`src/hw/rtl/tra_pkg.sv`:
```
package tra_pkg;

    // Opcodes
    localparam logic [1:0] OP_TRACE = 2'd0;
    localparam logic [1:0] OP_TAINT = 2'd1;
    localparam logic [1:0] OP_FRAME = 2'd2;
    localparam logic [1:0] OP_READ  = 2'd3;

    // Scheduler incident kinds
    localparam logic [1:0] KIND_DISPATCH = 2'd0;
    localparam logic [1:0] KIND_STOP     = 2'd1;

    // Register select (paddr[2])
    localparam logic REG_SCHED_TAG  = 1'b0;
    localparam logic REG_AREA_WORDS = 1'b1;

    localparam int            AREA_W     = 21;
    localparam logic [20:0]   AREA_MAX   = 21'h100000;
    localparam int            HASH_STEPS = 8;     // 32-bit id, 4 bits per step

    typedef struct packed {
        logic [1:0]  opcode;
        logic [19:0] read_pointer;
        logic [15:0] packet_length;
        logic [31:0] packet_tag;
        logic [31:0] thread_id;
        logic [31:0] timebase;
        logic [1:0]  incident_kind;
        logic [6:0]  slot_index;
    } req_t;

    typedef struct packed {
        logic [19:0] next_read_pointer;
        logic        slot_found;
        logic        table_full;
        logic        taint_out;
        logic [31:0] read_thread_id;
        logic [63:0] read_run_time;
    } res_t;

    typedef enum logic [3:0] {
        ST_CLEAR,
        ST_IDLE,
        ST_DECODE,
        ST_HASH,
        ST_PROBE,
        ST_CHECK,
        ST_UPDATE,
        ST_TAINT,
        ST_FRAME,
        ST_RESULT
    } state_t;

    typedef enum logic [1:0] {
        RES_PLAIN,
        RES_FOUND,
        RES_FULL,
        RES_READ
    } res_sel_t;

    typedef struct packed {
        logic     capture;
        logic     cnt_clr;
        logic     mod_init;
        logic     mod_step;
        logic     probe_init;
        logic     probe_next;
        logic     rd_en;
        logic     rd_slot;
        logic     latch;
        logic     update;
        logic     clr_thread;
        logic     clr_disp;
        logic     clr_run;
        logic     sweep_next;
        logic     set_taint;
        logic     clr_taint;
        logic     res_load;
        res_sel_t res_sel;
    } cmd_t;

    typedef struct packed {
        logic [1:0] op;
        logic       sched;
        logic       mod_last;
        logic       hit;
        logic       probe_last;
        logic       sweep_last;
        logic       res_free;
    } status_t;

endpackage

```
`src/hw/rtl/tra_ctrl.sv`:
```
module tra_ctrl
    import tra_pkg::*;
(
    input  logic    clk,
    input  logic    rst_n,
    input  logic    req_valid,
    output logic    req_ready,
    input  status_t stat,
    output cmd_t    cmd
);

    state_t   state_reg, state_next;
    res_sel_t res_sel_reg, res_sel_next;

    always_ff @(posedge clk or negedge rst_n)
    begin
        if (!rst_n)
        begin
            state_reg   <= ST_CLEAR;
            res_sel_reg <= RES_PLAIN;
        end
        else
        begin
            state_reg   <= state_next;
            res_sel_reg <= res_sel_next;
        end
    end

    always_comb
    begin
        state_next   = state_reg;
        res_sel_next = res_sel_reg;
        cmd          = '0;
        cmd.res_sel  = res_sel_reg;
        req_ready    = 1'b0;
        case (state_reg)
            ST_CLEAR:
            begin
                cmd.clr_thread = 1'b1;
                cmd.clr_disp   = 1'b1;
                cmd.clr_run    = 1'b1;
                cmd.sweep_next = 1'b1;
                if (stat.sweep_last)
                begin
                    state_next = ST_IDLE;
                end
            end
            ST_IDLE:
            begin
                req_ready = 1'b1;
                if (req_valid)
                begin
                    cmd.capture = 1'b1;
                    state_next  = ST_DECODE;
                end
            end
            ST_DECODE:
            begin
                cmd.cnt_clr  = 1'b1;
                res_sel_next = RES_PLAIN;
                case (stat.op)
                    OP_TRACE:
                    begin
                        if (stat.sched)
                        begin
                            cmd.mod_init = 1'b1;
                            state_next   = ST_HASH;
                        end
                        else
                        begin
                            state_next = ST_RESULT;
                        end
                    end
                    OP_TAINT:
                    begin
                        cmd.set_taint = 1'b1;
                        state_next    = ST_TAINT;
                    end
                    OP_FRAME:
                    begin
                        cmd.clr_taint = 1'b1;
                        state_next    = ST_FRAME;
                    end
                    OP_READ:
                    begin
                        cmd.rd_en    = 1'b1;
                        cmd.rd_slot  = 1'b1;
                        res_sel_next = RES_READ;
                        state_next   = ST_RESULT;
                    end
                    default:
                    begin
                        state_next = ST_RESULT;
                    end
                endcase
            end
            ST_HASH:
            begin
                cmd.mod_step = 1'b1;
                if (stat.mod_last)
                begin
                    cmd.probe_init = 1'b1;
                    state_next     = ST_PROBE;
                end
            end
            ST_PROBE:
            begin
                cmd.rd_en  = 1'b1;
                state_next = ST_CHECK;
            end
            ST_CHECK:
            begin
                cmd.latch = 1'b1;
                if (stat.hit)
                begin
                    state_next = ST_UPDATE;
                end
                else if (stat.probe_last)
                begin
                    res_sel_next = RES_FULL;
                    state_next   = ST_RESULT;
                end
                else
                begin
                    cmd.probe_next = 1'b1;
                    state_next     = ST_PROBE;
                end
            end
            ST_UPDATE:
            begin
                cmd.update   = 1'b1;
                res_sel_next = RES_FOUND;
                state_next   = ST_RESULT;
            end
            ST_TAINT:
            begin
                cmd.clr_disp   = 1'b1;
                cmd.sweep_next = 1'b1;
                if (stat.sweep_last)
                begin
                    state_next = ST_RESULT;
                end
            end
            ST_FRAME:
            begin
                cmd.clr_run    = 1'b1;
                cmd.sweep_next = 1'b1;
                if (stat.sweep_last)
                begin
                    state_next = ST_RESULT;
                end
            end
            ST_RESULT:
            begin
                if (stat.res_free)
                begin
                    cmd.res_load = 1'b1;
                    state_next   = ST_IDLE;
                end
            end
            default:
            begin
                state_next = ST_IDLE;
            end
        endcase
    end

endmodule

```
`config.mk`:
```
export PLATFORM = sky130hd
export DESIGN_NAME = tra_ctrl
export DESIGN_NICKNAME = d
export VERILOG_FILES = /design/src/hw/rtl/tra_pkg.sv /design/src/hw/rtl/tra_ctrl.sv
export SDC_FILE = /design/constraint.sdc
export NUM_CORES = 1
export LEC_CHECK = 0
export ABC_AREA = 1
export ABC_CLOCK_PERIOD_IN_PS = 3000
export BUFFER_PORTS_ARGS = -buffer_cell sky130_fd_sc_hd__buf_2
export CORE_AREA = 5 5 42 44
export CTS_BUF_LIST = sky130_fd_sc_hd__clkbuf_4
export CTS_CLUSTER_DIAMETER = 30
export DETAILED_ROUTE_END_ITERATION = 16
export DIE_AREA = 0 0 47 49
export HOLD_SLACK_MARGIN = 0.08
export PLACE_DENSITY = 0.91
export SLEW_MARGIN = 20
export SYNTH_ARGS = -nofsm -noshare
export SYNTH_HDL_FRONTEND = slang
export SYNTH_SLANG_ARGS = --single-unit
```
`constraint.sdc`:
```
create_clock -name clk -period 3 [get_ports clk]
set_input_delay 0.45 -clock clk [delete_from_list [all_inputs] [get_ports clk]]
set_output_delay 0.45 -clock clk [all_outputs]
set_load 0.02 [all_outputs]
```
# ---- Word level (Yosys, flattened, before mapping)
# Index checks and enable logic that the tools add are counted.
dict set report word_totals {
  ff_bits 6
  inputBits 11
  output_inout_bits 20
}
dict set report classes {
  eq_ne 19
  mux 38
  reduce_logical 9
}
# operator count
set ops {}
lappend ops {{4-bit one-hot mux with 9 select lines} 1}
lappend ops {{4-bit 2-to-1 mux} 8}
lappend ops {{1-bit 2-to-1 mux} 20}
lappend ops {{4-bit by 3-bit equality test with 1-bit output, second input constant} 4}
lappend ops {{4-bit one-hot mux with 4 select lines} 1}
lappend ops {{2-bit 2-to-1 mux} 6}
lappend ops {{2-bit != test, second input constant} 6}
lappend ops {{4-bit by 2-bit equality test with 1-bit output, second input constant} 2}
lappend ops {{4-bit equality test, second input constant} 2}
lappend ops {{2-bit one-hot mux with 3 select lines} 1}
lappend ops {{2-bit OR reduction} 3}
lappend ops {{5-bit AND reduction} 1}
lappend ops {{2-bit equality test, second input constant} 2}
lappend ops {{4-bit by 1-bit equality test with 1-bit output, second input constant} 1}
lappend ops {{4-bit logical NOT} 1}
lappend ops {{3-bit AND reduction} 1}
lappend ops {{3-bit nonzero test} 1}
lappend ops {{3-bit OR reduction} 1}
lappend ops {{2-bit by 1-bit equality test with 1-bit output, second input constant} 1}
lappend ops {{2-bit logical NOT} 1}
lappend ops {{2-bit by 1-bit != test with 1-bit output, second input constant} 1}
lappend ops {{1-bit one-hot mux with 2 select lines} 1}

# ---- Longest topological paths before layout
# Gate-level depths: netlist of run 1.
dict set report logic_depth {
  ltp_word 4
  ltp_mapped 9
}

# ---- Least setup slack after synthesis of run 1
# Ideal clock, no wire load.
dict set report synth_path {
  path_type {reg2out}
  start {register state_reg[3]}
  end {output cmd[12] (netlist name)}
  t_arrival_ps 1238
  required_ps 2550
  path_slack_ps 1312
  path_stages_with_launch 4
  path_buffers 0
  cell_sequence {dfrtp_1 > nor2_4 > nand2_4 > o21ai_0}
}
# item line
set synth_lines {}
lappend synth_lines {{start: declaration} tra_ctrl.sv:12} ;# state_t state_reg, state_next;
lappend synth_lines {{start signal: assignment} tra_ctrl.sv:24} ;# state_reg <= state_next;
lappend synth_lines {{end: declaration} tra_ctrl.sv:9} ;# output cmd_t cmd

==> results_dict.tcl, run 1 <==
set metrics [dict create \
    hold_viol 0 \
    cts_tree "built" \
    p_leak_nw 0.599 \
    setup_viol 0 \
    setup_tns_ns 0 \
    nNetsFinal 158 \
    die-area_um2 2300 \
    critPathBufInv 3 \
    gp_congestion 0.817 \
    path_cells "nor2_4 -> nand2_4 -> clkinv_2 -> nand3_1 -> inv_1 -> buf_2" \
    path_clk_slew_ns 0.05 \
    fp-row-count 14 \
    setup.worst_path.end_class "primary output" \
    drive_above_1_share_pct 37.2 \
    cpMaxStageDelayCell "dfrtp_1" \
    worst_slew_pin_slew_ns 0.295 \
    cts_inserted_buffers 3 \
    vias_per_cell 4.80 \
    clk_latency_ns 0.24 \
    n_antenna_cell 0 \
    netlist_instances 111 \
    num_io_pins 31 \
    syn_area_per_cell_um2 5.86 \
    ys_warn_count 0 \
    wl_um 1630 \
    grt_max_degree 8 \
    post-route-period-util_pct 61.7 \
    io_buffers 30 \
    p_per_area_nw_per_um2 942 \
    slowest_delay_ns 0.46 \
    critical_path.top_delay_family "flip-flops" \
    synth.net_count 122 \
    critPathLaunchType "register" \
    post_cts_resized 0 \
    grt_usage_pct 15.5 \
    drv_slew 0 \
    firstDrtPassIters 4 \
    die_w_um 47 \
    criticalPathCategory "reg -> out" \
    antenna_found_initial 0 \
    hold_class "reg -> reg" \
    drtAntennaViolNets 0 \
    overflow 0 \
    stdcell_count 161 \
    min_period_ns 1.85 \
    first_global_vias 717 \
    crit_arrival_ns 1.40 \
    synth-seq-area-share_pct 23.1 \
    rsz0062_at_grt "no" \
    ys_ff_latch 6 \
    core_region_area_um2 1400 \
    grt_pass1_wl_um 2810 \
    hpwl_um 1430 \
    drv_cap 0 \
    fill_cells 146 \
    utilization_pct 60.9 \
    clock_skew_ns 0.000859 \
    worstPathMaxFanout 7 \
    vias 772 \
    fin_area_um2 853 \
    syn_area_um2 651 \
    dp.cells 157 \
    finalPower_mw 0.804 \
    clockBufferDepth 2 \
    final_common_cell "nand2_1" \
    drt_iter0_drc 20 \
    placedInstanceArea_um2 821 \
    status "complete, no violations" \
    syn2layout_area_growth_pct 31.2 \
    final_cell_mix "35 x nand2_1, 30 x buf_2, 20 x inv_1" \
    cts_root_buf "clkbuf_4" \
    wl_per_cell_um 10.1 \
    required_ns 2.55 \
    ys_types 16 \
    max_freq_mhz 540 \
    peakVddDrop_v 0.000441 \
    clock_sinks 6 \
    h-tree-depth 1 \
    die_h_um 49 \
    floorplan.initialDensity_pct 46.4 \
    slew_headroom_pct 80.2 \
    drc_errors 0 \
    largest_reg_flops 4 \
]
==> per-stage QoR <==
stage / worst slack (ns) / hold slack, ns
2_1_floorplan: 1.31 / 0.154
5_1_grt: 1.04 / 0.524
4_1_cts: 1.14 / 0.494
6_report: 1.15 / 0.490
3_3_place_gp: 1.43 / 0.278
3_5_place_dp: 1.40 / 0.280
==> cells by family (layout without fill, tap and decap cells) <==
family                 Yosys count  in the layout  synth area share [%]
AOI/OAI and AO/OA                6              6                  5.00
buffers and inverters           25             59                  14.8
DFF                              6              6                  23.1
and+or+nand+nor                 74             74                  57.1
==> cell type report <==
class	instances	area, um^2	area share (%)
Clock buffer	3	22.5	2.64
Inverter	25	96.3	11.3
Multi-Input combinational cell	80	404	47.4
Sequential cell	6	150	17.6
Tap cell	16	20.0	2.35
Timing Repair Buffer	31	160	18.8
==> final timing paths <==
check                                    start        endpoint  slack, ns  cells after the start
worst max-delay path              state_reg[3]          cmd[4]       1.15                      6
worst min-delay path            res_sel_reg[1]  res_sel_reg[1]       0.49                      2
worst max register to register    state_reg[1]    state_reg[0]       1.67                      8
worst min register to register  res_sel_reg[1]  res_sel_reg[1]       0.49                      2
max in group asynchronous                rst_n    state_reg[0]       2.30                      2
min in group asynchronous                rst_n    state_reg[3]       0.56                      2
==> per-layer routing <==
metal / vias to the layer above / global-route usage, % / part of all wire, %
li1: 403 / - / -
met3: 0 / 4.06 / 7.4
met5: - / 0 / 0
met2: 21 / 25.8 / 51
met1: 348 / 19.2 / 41
met4: 0 / 3.69 / 0
==> synthesized netlist by cell type <==
cell      count  area [um^2]
nand2_2       6         37.5
nor2_4        4         45.0
nand3_1       8         40.0
inv_2         3         11.3
nor2_1       13         48.8
a31oi_1       2         12.5
o21ai_0       2         10.0
nor2_2        1         6.26
o21ai_1       2         10.0
nor3_1        2         10.0
nand2_1      35          131
dfrtp_1       6          150
nand2_4       2         22.5
inv_1        20         75.1
nand3_2       3         30.0
clkinv_2      2         10.0
==> power breakdown <==
group	total (mW)	leakage (nW)	internal, mW	switching, mW
Clock	0.0725	0.0138	0.0451	0.0273
Combinational	0.574	0.508	0.183	0.390
Sequential	0.158	0.0775	0.114	0.0443
==> repair_timing <==
item                                    4_1_cts  5_1_grt
endpoints found under the hold margin         6        0
hold buffers                                  1        0
buffers inserted                              0        0
endpoints found under the setup margin        0        0
==> tightest hold or removal path, delay by kind of cell (launching register included) <==
kind	cells	cell delay, ns
flip-flops	1	0.34
AO/OA/AOI/OAI	1	0.06
AND/OR/NAND/NOR	1	0.05
No activity file was read; power rests on OpenSTA's default activity.
==> run 2: changes to the inputs <==
ABC_CLOCK_PERIOD_IN_PS = 1900   (was 3000)
CORE_AREA = default   (was 5 5 42 44)
CORE_MARGIN = 5   (was default)
CORE_UTILIZATION = 47   (was default)
DIE_AREA = default   (was 0 0 47 49)
PLACE_DENSITY = 0.88   (was 0.91)
clock period = 1.9 ns   (was 3 ns; I/O delays follow)
==> results_dict.tcl, run 2 (synthesis results as in run 1) <==
set metrics [dict create \
    status "complete, no violations" \
    cts_root_buf "clkbuf_4" \
    largest_reg_flops 4 \
    n_antenna_cell 0 \
    clockPowerShare_pct 9.3 \
    reg2reg_from "state_reg[1]" \
    rsz0062_at_grt "no" \
    post_cts_resized 0 \
    vias 762 \
    num_io_pins 31 \
    floorplan.initialDensity_pct 50.0 \
    vias_per_cell 4.76 \
    final_common_cell "nand2_1" \
    drive_above_1_share_pct 37.2 \
    peakVddDrop_v 0.000722 \
    overflow 0 \
    syn2layout_area_growth_pct 31.0 \
    cts_tree "built" \
    hold_class "in -> reg" \
    hpwl_um 1430 \
    worstPathMaxFanout 7 \
    drt_iter0_drc 9 \
    intPower_mw 0.540 \
    r2r_slack_ns 0.54 \
    r2r_end "state_reg[3]" \
    drv_slew 0 \
    cts_inserted_buffers 3 \
    core_region_area_um2 1300 \
    gp_congestion 0.828 \
    worst_slew_pin_slew_ns 0.318 \
    switching_share_pct 57.7 \
    crit_arrival_ns 1.44 \
    setup_tns_ns 0 \
    setup.worst_path.end_class "primary output" \
    post-route-period-util_pct 90.6 \
    min_period_ns 1.72 \
    die_w_um 47.2 \
    antenna_found_initial 0 \
    wl_um 1660 \
    hold_viol 0 \
    final_cell_mix "35 x nand2_1, 30 x buf_2, 20 x inv_1" \
    timing.hold.ws_ns 0.370 \
    first_global_vias 703 \
    die_h_um 47.2 \
    criticalPathCategory "reg -> out" \
    setup_viol 0 \
    slew_headroom_pct 78.7 \
    p_leak_nw 0.599 \
    cts_setup_buffers 0 \
    p_per_area_nw_per_um2 1500 \
    clock_skew_ns 0.00286 \
    drtAntennaViolNets 0 \
    combPwrFrac_pct 71.2 \
    wl_per_cell_um 10.4 \
    h-tree-depth 1 \
    p_sw_mw 0.736 \
    drc_errors 0 \
    io_buffers 30 \
    grt_usage_pct 16.8 \
    ff2ff_path_depth 8 \
    clock_sinks 6 \
    fill_cells 133 \
    clockBufferDepth 2 \
    grt_max_degree 8 \
    critPathLaunchType "register" \
    min_to "state_reg[1]" \
    pwr-share-seq_pct 19.5 \
    min_from "stat[3]" \
    max_freq_mhz 581 \
    fp-row-count 13 \
    required_ns 1.62 \
    grt_pass1_wl_um 2740 \
    firstDrtPassIters 4 \
    nNetsFinal 158 \
    drv_cap 0 \
    die-area_um2 2230 \
    hold_depth 5 \
    clk_latency_ns 0.25 \
    path_clk_slew_ns 0.04 \
]
-- run 2: cell counts in the layout (fill, tap and decap cells not counted) --
No cell type changed its count.
-- run 2: worst max path at each step --
stage / from / end
finish: state_reg[3] / cmd[4]
floorplan: state_reg[3] / cmd[12]
global route: state_reg[0] / cmd[12]
CTS: state_reg[3] / cmd[4]
detailed placement: state_reg[3] / cmd[4]
global placement: state_reg[3] / cmd[12]
-- run 2: metal layers --
layer | share of wire [%] | up-vias | track usage (%)
met1 | 43 | 325 | 18.9
met3 | 8.2 | 0 | 4.98
met5 | 0 | - | 0
met4 | 0 | 0 | 1.66
met2 | 48 | 33 | 32.0
li1 | - | 404 | -
-- run 2: area by class of cell --
cell class	instances	area [um^2]	area share (%)
timing repair buffer	31	160	18.8
sequential	6	150	17.6
clock buffer	3	22.5	2.64
inverter	25	96.3	11.3
multi-input combinational	80	404	47.4
tap	15	18.8	2.20
-- run 2: critical path: stages (launching register included) --
cell and delay [ns]:
dfrtp_1 0.46, nor2_4 0.24, nand2_4 0.11, clkinv_2 0.06, nand3_1 0.09, inv_1 0.06
buf_2 0.16
-- run 2: metrics by stage --
stage | power [mW] | instance area [um^2] | worst slack (ns) | std cells | util (%)
2_1_floorplan | 0.917 | 651 | 0.377 | 111 | -
3_3_place_gp | 1.14 | 820 | 0.495 | 156 | 63.0
3_5_place_dp | 1.16 | 820 | 0.468 | 156 | 63.0
4_1_cts | 1.29 | 852 | 0.190 | 160 | 65.5
5_1_grt | 1.40 | 852 | 0.104 | 160 | 65.5
6_report | 1.28 | 852 | 0.179 | 160 | 65.5
-- run 2: what timing repair did --
action,in CTS,in global routing
hold buffers,1,0
hold endpoints to repair,6,0
setup endpoints to repair,0,0
-- run 2: power groups by stage --
| stage | registers [mW] | clock network, mW | logic (mW) |
|---|---|---|---|
| global route | 0.255 | 0.128 | 1.01 |
| finish | 0.249 | 0.118 | 0.909 |
| floorplan | 0.259 | 0 | 0.658 |
| CTS | 0.248 | 0.123 | 0.917 |
| detailed placement | 0.247 | 0 | 0.915 |
| global placement | 0.247 | 0 | 0.894 |
